### src/design/brf_pkg.sv
// Types, constants and register mapping for the banked register file.
package brf_pkg;

  localparam int DATA_WIDTH  = 32;
  localparam int IDX_W       = 5;
  localparam int MODE_W      = 3;
  localparam int PHYS_COUNT  = 38;
  localparam int SLOT_W      = $clog2(PHYS_COUNT);

  localparam logic [IDX_W-1:0] LAST_INDEX = 5'h11;
  localparam logic [IDX_W-1:0] IDX_R8     = 5'd8;
  localparam logic [IDX_W-1:0] IDX_R13    = 5'd13;
  localparam logic [IDX_W-1:0] IDX_R14    = 5'd14;
  localparam logic [IDX_W-1:0] IDX_SPSR   = 5'd17;

  localparam logic [MODE_W-1:0] MODE_USER  = 3'd0;
  localparam logic [MODE_W-1:0] MODE_FIQ   = 3'd1;
  localparam logic [MODE_W-1:0] MODE_SVC   = 3'd2;
  localparam logic [MODE_W-1:0] MODE_ABT   = 3'd3;
  localparam logic [MODE_W-1:0] MODE_IRQ   = 3'd4;
  localparam logic [MODE_W-1:0] MODE_UND   = 3'd5;
  localparam logic [MODE_W-1:0] MODE_LAST  = MODE_UND;

  // Physical slots of the banked copies: FIQ r8 and SPSR, and each other bank's first entry.
  localparam logic [SLOT_W-1:0] FIQ_R8_SLOT   = 6'd18;
  localparam logic [SLOT_W-1:0] FIQ_SPSR_SLOT = 6'd25;
  localparam logic [SLOT_W-1:0] SVC_BASE      = 6'd26;
  localparam logic [SLOT_W-1:0] ABT_BASE      = 6'd29;
  localparam logic [SLOT_W-1:0] IRQ_BASE      = 6'd32;
  localparam logic [SLOT_W-1:0] UND_BASE      = 6'd35;

  typedef enum logic [1:0] {
    FUNC_READ  = 2'd0,
    FUNC_WRITE = 2'd1,
    FUNC_MODE  = 2'd2,
    FUNC_NONE  = 2'd3
  } brf_func_t;

  typedef struct packed {
    brf_func_t              func;
    logic [IDX_W-1:0]       reg_index;
    logic [DATA_WIDTH-1:0]  write_data;
    logic [MODE_W-1:0]      new_mode;
  } brf_in_t;

  typedef struct packed {
    logic [DATA_WIDTH-1:0]  read_data;
    logic                   error;
  } brf_out_t;

  // Map a logical index (0..17) to its physical slot under the given mode.
  function automatic logic [SLOT_W-1:0] brf_slot(logic [IDX_W-1:0] idx,
                                                 logic [MODE_W-1:0] mode);
    logic [SLOT_W-1:0] base;
    logic              banked;
    logic [SLOT_W-1:0] slot;
    base   = SVC_BASE;
    banked = 1'b0;
    slot   = SLOT_W'(idx);
    unique case (mode)
      MODE_SVC: begin base = SVC_BASE; banked = 1'b1; end
      MODE_ABT: begin base = ABT_BASE; banked = 1'b1; end
      MODE_IRQ: begin base = IRQ_BASE; banked = 1'b1; end
      MODE_UND: begin base = UND_BASE; banked = 1'b1; end
      default:  begin base = SVC_BASE; banked = 1'b0; end
    endcase
    if (mode == MODE_FIQ) begin
      if (idx >= IDX_R8 && idx <= IDX_R14) begin
        slot = FIQ_R8_SLOT + SLOT_W'(idx - IDX_R8);
      end else if (idx == IDX_SPSR) begin
        slot = FIQ_SPSR_SLOT;
      end
    end else if (banked) begin
      if (idx == IDX_R13) begin
        slot = base;
      end else if (idx == IDX_R14) begin
        slot = base + SLOT_W'(1);
      end else if (idx == IDX_SPSR) begin
        slot = base + SLOT_W'(2);
      end
    end
    return slot;
  endfunction

endpackage

### src/design/brf_ram.sv
// Generic single-write, single-read RAM with registered read data.
module brf_ram #(
  parameter int WIDTH = 32,
  parameter int DEPTH = 38
) (
  input  logic                     clk,
  input  logic                     wr_en,
  input  logic [$clog2(DEPTH)-1:0] wr_addr,
  input  logic [WIDTH-1:0]         wr_data,
  input  logic                     rd_en,
  input  logic [$clog2(DEPTH)-1:0] rd_addr,
  output logic [WIDTH-1:0]         rd_data
);

  logic [WIDTH-1:0] mem_r [DEPTH];
  logic [WIDTH-1:0] rd_data_r;

  always_ff @(posedge clk) begin
    if (wr_en) begin
      mem_r[wr_addr] <= wr_data;
    end
    // Hold read data until the next read.
    if (rd_en) begin
      rd_data_r <= mem_r[rd_addr];
    end
  end

  assign rd_data = rd_data_r;

endmodule

### src/design/banked_register_file_top.sv
// Top level of the mode-banked register file.
// Banked register file: each item reads a logical register, writes one,
// changes the processor mode or does nothing, and gives exactly one result
// item. Logical indexes 0..15 are r0..r15, 16 is CPSR and 17 is SPSR; FIQ mode
// banks r8..r14 and SPSR, SVC/abort/IRQ/undefined bank r13, r14 and SPSR. The
// 38 physical registers live in one RAM with a registered read; a bank of 38
// valid bits, cleared by reset, makes never-written registers read as zero,
// so no clearing pass is needed after reset. The block takes one item per
// cycle while in_stall is low; an accepted item passes through the read stage
// (RAM read) and then the output register. A mode change takes effect for the
// very next item. Index above 17 on a read or write, or a change to mode 6 or
// 7, sets error and writes nothing (the invalid mode is still stored and maps
// like user mode). Input stall rises only when the result path is full and
// the output is stalled, and is held high during reset.
module banked_register_file_top (
  input  logic              clk,
  input  logic              rst_n,
  input  logic              in_valid,
  output logic              in_stall,
  input  brf_pkg::brf_in_t  in_data,
  output logic              out_valid,
  input  logic              out_stall,
  output brf_pkg::brf_out_t out_data
);

  import brf_pkg::*;

  logic [MODE_W-1:0]     mode_r, mode_nxt;
  logic [PHYS_COUNT-1:0] valid_r, valid_nxt;

  // Read stage: item whose RAM read is in flight.
  logic                  s1_valid_r, s1_valid_nxt;
  logic                  s1_read_r, s1_read_nxt;
  logic                  s1_hit_r, s1_hit_nxt;
  logic                  s1_err_r, s1_err_nxt;

  // Output register.
  logic                  out_valid_r, out_valid_nxt;
  brf_out_t              out_data_r, out_data_nxt;

  logic                  accept;
  logic                  advance;
  logic                  idx_bad;
  logic [SLOT_W-1:0]     slot;
  logic                  wr_en;
  logic                  rd_en;
  logic                  cmd_err;
  logic [DATA_WIDTH-1:0] ram_rd_data;

  // Move the read stage into the output register when it is free or drains.
  assign advance  = s1_valid_r && (!out_valid_r || !out_stall);
  assign in_stall = !rst_n || (s1_valid_r && !advance);
  assign accept   = in_valid && !in_stall;

  assign idx_bad  = in_data.reg_index > LAST_INDEX;
  assign slot     = brf_slot(in_data.reg_index, mode_r);

  always_comb begin
    wr_en   = 1'b0;
    rd_en   = 1'b0;
    cmd_err = 1'b0;
    unique case (in_data.func)
      FUNC_READ: begin
        rd_en   = accept && !idx_bad;
        cmd_err = idx_bad;
      end
      FUNC_WRITE: begin
        wr_en   = accept && !idx_bad;
        cmd_err = idx_bad;
      end
      FUNC_MODE: begin
        cmd_err = in_data.new_mode > MODE_LAST;
      end
      FUNC_NONE: begin
        cmd_err = 1'b0;
      end
    endcase
  end

  brf_ram #(
    .WIDTH (DATA_WIDTH),
    .DEPTH (PHYS_COUNT)
  ) u_ram (
    .clk     (clk),
    .wr_en   (wr_en),
    .wr_addr (slot),
    .wr_data (in_data.write_data),
    .rd_en   (rd_en),
    .rd_addr (slot),
    .rd_data (ram_rd_data)
  );

  always_comb begin
    mode_nxt      = mode_r;
    valid_nxt     = valid_r;
    s1_valid_nxt  = s1_valid_r;
    s1_read_nxt   = s1_read_r;
    s1_hit_nxt    = s1_hit_r;
    s1_err_nxt    = s1_err_r;
    out_valid_nxt = out_valid_r;
    out_data_nxt  = out_data_r;

    // Drop the result once taken.
    if (out_valid_r && !out_stall) begin
      out_valid_nxt = 1'b0;
    end

    // Unwritten registers read as zero.
    if (advance) begin
      out_valid_nxt          = 1'b1;
      out_data_nxt.error     = s1_err_r;
      out_data_nxt.read_data = (s1_read_r && s1_hit_r) ? ram_rd_data : '0;
      s1_valid_nxt           = 1'b0;
    end

    if (accept) begin
      s1_valid_nxt = 1'b1;
      s1_read_nxt  = rd_en;
      s1_hit_nxt   = valid_r[slot];
      s1_err_nxt   = cmd_err;
      if (wr_en) begin
        valid_nxt[slot] = 1'b1;
      end
      if (in_data.func == FUNC_MODE) begin
        mode_nxt = in_data.new_mode;
      end
    end
  end

  always_ff @(posedge clk) begin
    if (!rst_n) begin
      mode_r      <= MODE_USER;
      valid_r     <= '0;
      s1_valid_r  <= 1'b0;
      out_valid_r <= 1'b0;
    end else begin
      mode_r      <= mode_nxt;
      valid_r     <= valid_nxt;
      s1_valid_r  <= s1_valid_nxt;
      out_valid_r <= out_valid_nxt;
    end
  end

  // Payload registers, no reset.
  always_ff @(posedge clk) begin
    s1_read_r  <= s1_read_nxt;
    s1_hit_r   <= s1_hit_nxt;
    s1_err_r   <= s1_err_nxt;
    out_data_r <= out_data_nxt;
  end

  assign out_valid = out_valid_r;
  assign out_data  = out_data_r;

endmodule

### config.mk
export PLATFORM = sky130hd
export DESIGN_NAME = banked_register_file_top
export DESIGN_NICKNAME = d
export VERILOG_FILES = /design/src/design/brf_pkg.sv /design/src/design/brf_ram.sv /design/src/design/banked_register_file_top.sv
export SDC_FILE = /design/constraint.sdc
export NUM_CORES = 1
export LEC_CHECK = 0
export BUFFER_PORTS_ARGS = -buffer_cell sky130_fd_sc_hd__buf_2
export CAP_MARGIN = 20
export CORE_MARGIN = 1.5
export CORE_UTILIZATION = 50
export DETAILED_ROUTE_END_ITERATION = 6
export PLACE_DENSITY = 0.66
export SYNTH_ARGS = -nofsm -noshare
export SYNTH_HDL_FRONTEND = slang
export SYNTH_SLANG_ARGS = --single-unit
### constraint.sdc
create_clock -name clk -period 7.1 [get_ports clk]
set_input_delay 0.71 -clock clk [delete_from_list [all_inputs] [get_ports clk]]
set_output_delay 0.71 -clock clk [all_outputs]
set_load 0.02 [all_outputs]
-- After elaboration in Yosys (flattened, before gate mapping)
Memories as Yosys holds them, arrays and structs flattened. A register that Yosys moved wholly into a read port is not among the register bits.
Index checks and enable logic that the tools add are counted.
- equality and inequality tests: 11
- mux-type cells: 22
- order comparisons: 6
- add/subtract/negate cells: 4
- bitwise gates (word level): 1
- reduce and logical (&&, ||, !) cells: 23
- operators by type and width (cell ; number):
    $or 38x38->38 ; 1
    $mux 6 ; 6
    $pmux 6 s3 ; 1
    $mux 1 ; 11
    $eq 5x4->1 const B ; 2
    $logic_and 1x1->1 ; 8
    $lt 6x7->1 const B ; 1
    $add 5x6->6 const A ; 1
    $add 6x1->6 const B ; 1
    $add 6x2->6 const B ; 1
    $bmux 1 s6 ; 1
    $demux 1 s6 ; 1
    $eq 3x2->1 const B ; 2
    $eq 3x3->1 const B ; 2
    $ge 6x1->1 const B ; 1
    $logic_not 1->1 ; 6
    $sub 5x4->6 const B ; 1
    $eq 5x5->1 const B ; 1
    $ge 5x4->1 const B ; 1
    $gt 5x5->1 const B ; 1
    $le 5x4->1 const B ; 1
    $mux 5 ; 1
    $eq 2x2->1 const B ; 2
    $reduce_and 2->1 ; 2
    other kinds (9) ; 11
- RAM bits: 1216
- bits of input ports: 46
- output and inout bits: 35
- word-level logic and storage cells: 77
- memories kept: 1
- register bits: 79
- memories (memory ; depth ; bits a word ; read ports ; clocked after memory_dff ; write ports ; line ; RTL):
    u_ram.mem_r ; 38 ; 32 ; 1 ; 1 ; 1 ; brf_ram.sv:15 ; logic [WIDTH-1:0] mem_r [DEPTH];

-- Depth between registers and ports, before layout
- depth in word-level cells: 13
- mapped depth: 16
- mapped depth without buffers: 10

-- Cells and area by module
Synthesis repeated with hierarchy kept, for this count alone.
- cells, all modules: 2879
- area, all modules: 52170.0 um^2
- by module, submodules not included (module ; instances ; sequential area each (um^2) ; area each (um^2) ; cells an instance):
    brf_ram ; 1 ; 37475.9 ; 48335.1 ; 2496
    banked_register_file_top ; 1 ; 1941.9 ; 3834.9 ; 383

-- Worst setup path before layout
No wires, ideal clock.
- path kind: input port to flip-flop
- start: input in_data[35] (netlist name)
- end: register s1_read_r, data pin
- arrival time: 4.616 ns
- data required time: 6.276 ns
- buffers on the path: 1
- slack: 1.660 ns
- library setup time: 0.824 ns
- cell stages on the path: 5
- cell sequence: buf_2 -> nor2b_1 -> nand3_1 -> and3_1 -> nor4_1
- longest elaborated chain between the ends: 4
- ends and longest elaborated chain (element ; line ; RTL):
    start: declaration ; banked_register_file_top.sv:20 ; input brf_pkg::brf_in_t in_data,
    $gt 5x5->1 ; banked_register_file_top.sv:55 ; assign idx_bad = in_data.reg_index > LAST_INDEX;
    $logic_not 1->1 ; banked_register_file_top.sv:64 ; rd_en = accept && !idx_bad;
    $logic_and 1x1->1 ; banked_register_file_top.sv:64 ;
    $mux 1 ; banked_register_file_top.sv:62 ; unique case (in_data.func)
    net rd_en ; banked_register_file_top.sv:46 ; logic rd_en;
    end signal: assignment ; banked_register_file_top.sv:146 ; s1_read_r <= s1_read_nxt;
    end: declaration ; banked_register_file_top.sv:33 ; logic s1_read_r, s1_read_nxt;
The timed path passes the listed nets, and every way through them passes these cells.
A chain may end at the register's enable or synchronous reset.

-- Worst setup path in the final report
- start: register mode_r[1]
- end: memory u_ram.mem_r[9][26], enable pin
- longest elaborated chain between the ends: 8
- elaborated cells between the ends (all ways): 15
- those cells by class: add/sub: 2; eq/ne: 5; mux: 7; reduce/logical: 1
- ends and longest elaborated chain (element ; line ; RTL):
    start: declaration ; banked_register_file_top.sv:28 ; logic [MODE_W-1:0] mode_r, mode_nxt;
    start signal: assignment ; banked_register_file_top.sv:137 ; mode_r <= mode_nxt;
    $eq 3x3->1 / $eq 3x2->1 (equally long branches) ; brf_pkg.sv:60 ; unique case (mode)
    $pmux 6 s3 ; brf_pkg.sv:60 ;
    $add 6x2->6 ; brf_pkg.sv:79 ; slot = base + SLOT_W'(2);
    $mux 6 ; brf_pkg.sv:78 ; end else if (idx == IDX_SPSR) begin
    $mux 6 ; brf_pkg.sv:76 ; end else if (idx == IDX_R14) begin
    $mux 6 ; brf_pkg.sv:74 ; if (idx == IDX_R13) begin
    $mux 6 ; brf_pkg.sv:73 ; end else if (banked) begin
    $mux 6 * ; brf_pkg.sv:67 ; if (mode == MODE_FIQ) begin
    end: declaration ; brf_ram.sv:15 ;
Every way passes the cells marked *; elsewhere a longest branch is shown, timed or not.

==> qor.yml <==
floorplan:
  start_util_pct: 50.71
  coreArea_um2: 102300
  io_pins: 81
  num_rows: 117
  die_w_um: 325.2
  fp.dieArea_um2: 105700
  die_y_um: 325.2
clocking:
  cts.hold.buffers_added: 0
  cts_tree: "built"
  clock-sinks: 1327
  cts_root_buf: "clkbuf_16"
  postCtsSetupBuffers: 0
  clockBufferDepth: 3
  cts_max_level: 4
  clkSlewWorstSetupHoldPaths_ns: 0.06
  cts_resized: 0
  cts_buffers: 135
  clock_latency_ns: 0.76
setup_path:
  crit_path_start_kind: "register"
  r2r-start: "mode_r[1]"
  crit_path_max_fanout: 36
  required_ns: 7.53
  critPathKind: "register to register"
  end_kind: "register"
  critPathArrivalTime_ns: 5.55
  reg2reg_slack_ns: 1.98
  reg2reg_to: "u_ram.mem_r[9][26]"
  reg2regPathDepth: 8
pwr:
  ir_drop_mv: 0.1898
  p_per_area_nw_per_um2: 282.4
  p_leak_uw: 0.01962
  p_total_uw: 16590
synthesis:
  synth_seq_cells: 1327
  synth_cells: 3522
  yosys.area.top_type: "edfxtp_1"
  synth.distinct_cells: 80
  synth_warnings: 0
  synthArstFlopShare_pct: 0
  synth_edf_count: 1284
  ys_seq_area_share_pct: 75.96
  synth_area_leaders: "edfxtp_1, nand2_1, mux2i_1"
  syn_nets: 3570
  syn_area_um2: 51890
  synth_top_area_share_pct: 74.30
  synth.avg_cell_area_um2: 14.73
  yosys_most_used_dff: "edfxtp_1"
final_layout:
  nets: 3688
  final_area_um2: 58740
  nFillCells: 7824
  drive_above_1_share_pct: 14.03
  multi_input_area_um2: 11780
  area_growth_pct: 13.19
  instances_no_fill: 5120
  final_cell_mix: "edfxtp_1, nand2_1, a21oi_1"
  ff_latch_area_um2: 39420
  layout_commonest_cell: "edfxtp_1"
route:
  via_per_inst: 6.554
  totalWireLength_mm: 165.6
  detail-route-antenna-nets: 0
  wl_per_cell_um: 32.35
  drt_first_pass_iters: 6
  drt_iter0_drc: 5586
  vias: 33560
  drc: 0
global_routing:
  grt_usage_pct: 31.02
  antenna_found_initial: 13
  grt_max_degree: 94
  grt_pass1_wl_mm: 233.2
  grt_use_met2_pct: 46.70
  met3_usage_pct: 8.933
  top_usage_layer: "met2"
  overflow: 0
  use_met1_pct: 41.84
  grt_pass1_vias: 31630
place:
  port_buffers: 80
  gp_congestion: 0.8871
  dp_hpwl_mm: 93.27
  detailed_place.area_um2: 54500
  post-place-cells: 4869
timing:
  finalClockSkew_ns: 0.02260
  timing.final.crit_period_ns: 5.125
  slew_violations: 0
  fin_setup_tns_ns: 0
  fmax_ghz: 0.1951
  slew_headroom_pct: 21.06
  tightest_slew_ns: 1.181
  setup_viol: 0
  rsz0062_at_grt: "no"
  hold_viol_final: 0
  min_period_over_period_pct: 72.18
  hold_ws_ns: 0.2216
min_path:
  hold_path.class: "input pin to register"
  min_to: "mode_r[0]"
  min_from: "in_data[0]"
  holdPathStages: 3
run:
  maxCapViolations: 0
run_status:
  status: "completed"
[kinds of logic (layout without fill, tap and decap cells)]
| family | Yosys count | after routing | synth area share [%] |
|---|---|---|---|
| mux | 165 | 165 | 3.462 |
| compound gates | 698 | 698 | 9.097 |
| other cells | 0 | 4 | 0 |
| buf+inv | 234 | 460 | 2.194 |
| fa+ha+maj | 2 | 2 | 0.04822 |
| xor+xnor | 1 | 1 | 0.01688 |
| flops | 1327 | 1327 | 75.96 |
| simple gates | 1095 | 1095 | 9.220 |
[Yosys cell counts (all sizes together), types with 5 or more instances]
master and count:
a211o 8, a211oi 35, a21o 5, a21oi 207, a221o 12, a221oi 40, a22o 15, a22oi 72
a311oi 15, a31oi 36, a32oi 16, and3 58, buf 162, clkbuf 64, dfxtp 43, edfxtp 1284
inv 8, mux2 56, mux2i 103, mux4 6, nand2 681, nand3 191, nand4 22, nor2 69
nor2b 9, nor3 26, o211ai 18, o21a 42, o21ai 84, o221ai 9, o22ai 27, o2bb2ai 14
o311ai 6, or3 9
[per-stage QoR]
stage / utilization [%] / setup WS, ns
6_report: 57.40 / 1.975
5_1_grt: 57.40 / 1.911
4_1_cts: 57.37 / 2.080
3_5_place_dp: 53.26 / 1.473
3_3_place_gp: 53.21 / 1.577
2_1_floorplan: - / 1.661
[routing by layer]
metal  wire length, um  up-vias
li1                  -    13790
met1             60780    16820
met2             74450     2495
met3             22390      442
met4              7936       12
met5                84        -
[state kept, by name (all words and copies together) (netlist names)]
register / cells
valid_r: 38
mode_r: 3
s1_hit_r: 1
out_valid: 1
s1_read_r: 1
s1_valid_r: 1
u_ram.mem_r: 1216
s1_err_r: 1
out_data: 33
u_ram.rd_data: 32
[area by class of cell]
| class | count | area share, % |
|---|---|---|
| multi-input combinational | 1961 | 20.05 |
| sequential | 1327 | 67.11 |
| inverter | 8 | 0.05112 |
| antenna | 4 | 0.01704 |
| timing repair buffer | 207 | 2.714 |
| tap | 1368 | 2.914 |
| clock inverter | 72 | 1.010 |
| clock buffer | 173 | 6.135 |
[power by group]
part / switching (uW) / internal [uW]
Clock: 3020 / 3800
Sequential: 12.9 / 8610
Combinational: 845 / 304
Total: 3880 / 12700
[worst max-delay path: stages (launching register included)]
cell,delay (ns)
dfxtp_1,0.70
nor2_1,0.14
mux2_2,0.30
or3_1,0.47
a21o_4,0.47
nor3_2,0.77
nand2_1,0.58
nor2_4,0.89
buf_4,0.39
[worst max path at each step]
stage,slack [ns],from,end,cells after the start
4_1_cts,2.08,mode_r[1],u_ram.mem_r[9][17],8
5_1_grt,1.91,mode_r[1],u_ram.mem_r[9][24],8
3_5_place_dp,1.47,in_data[37],u_ram.mem_r[9][17],10
6_report,1.98,mode_r[1],u_ram.mem_r[9][26],8
2_1_floorplan,1.66,in_data[35],s1_read_r,5
3_3_place_gp,1.58,in_data[37],u_ram.mem_r[9][10],10
(Power assumes the default switching activity.)
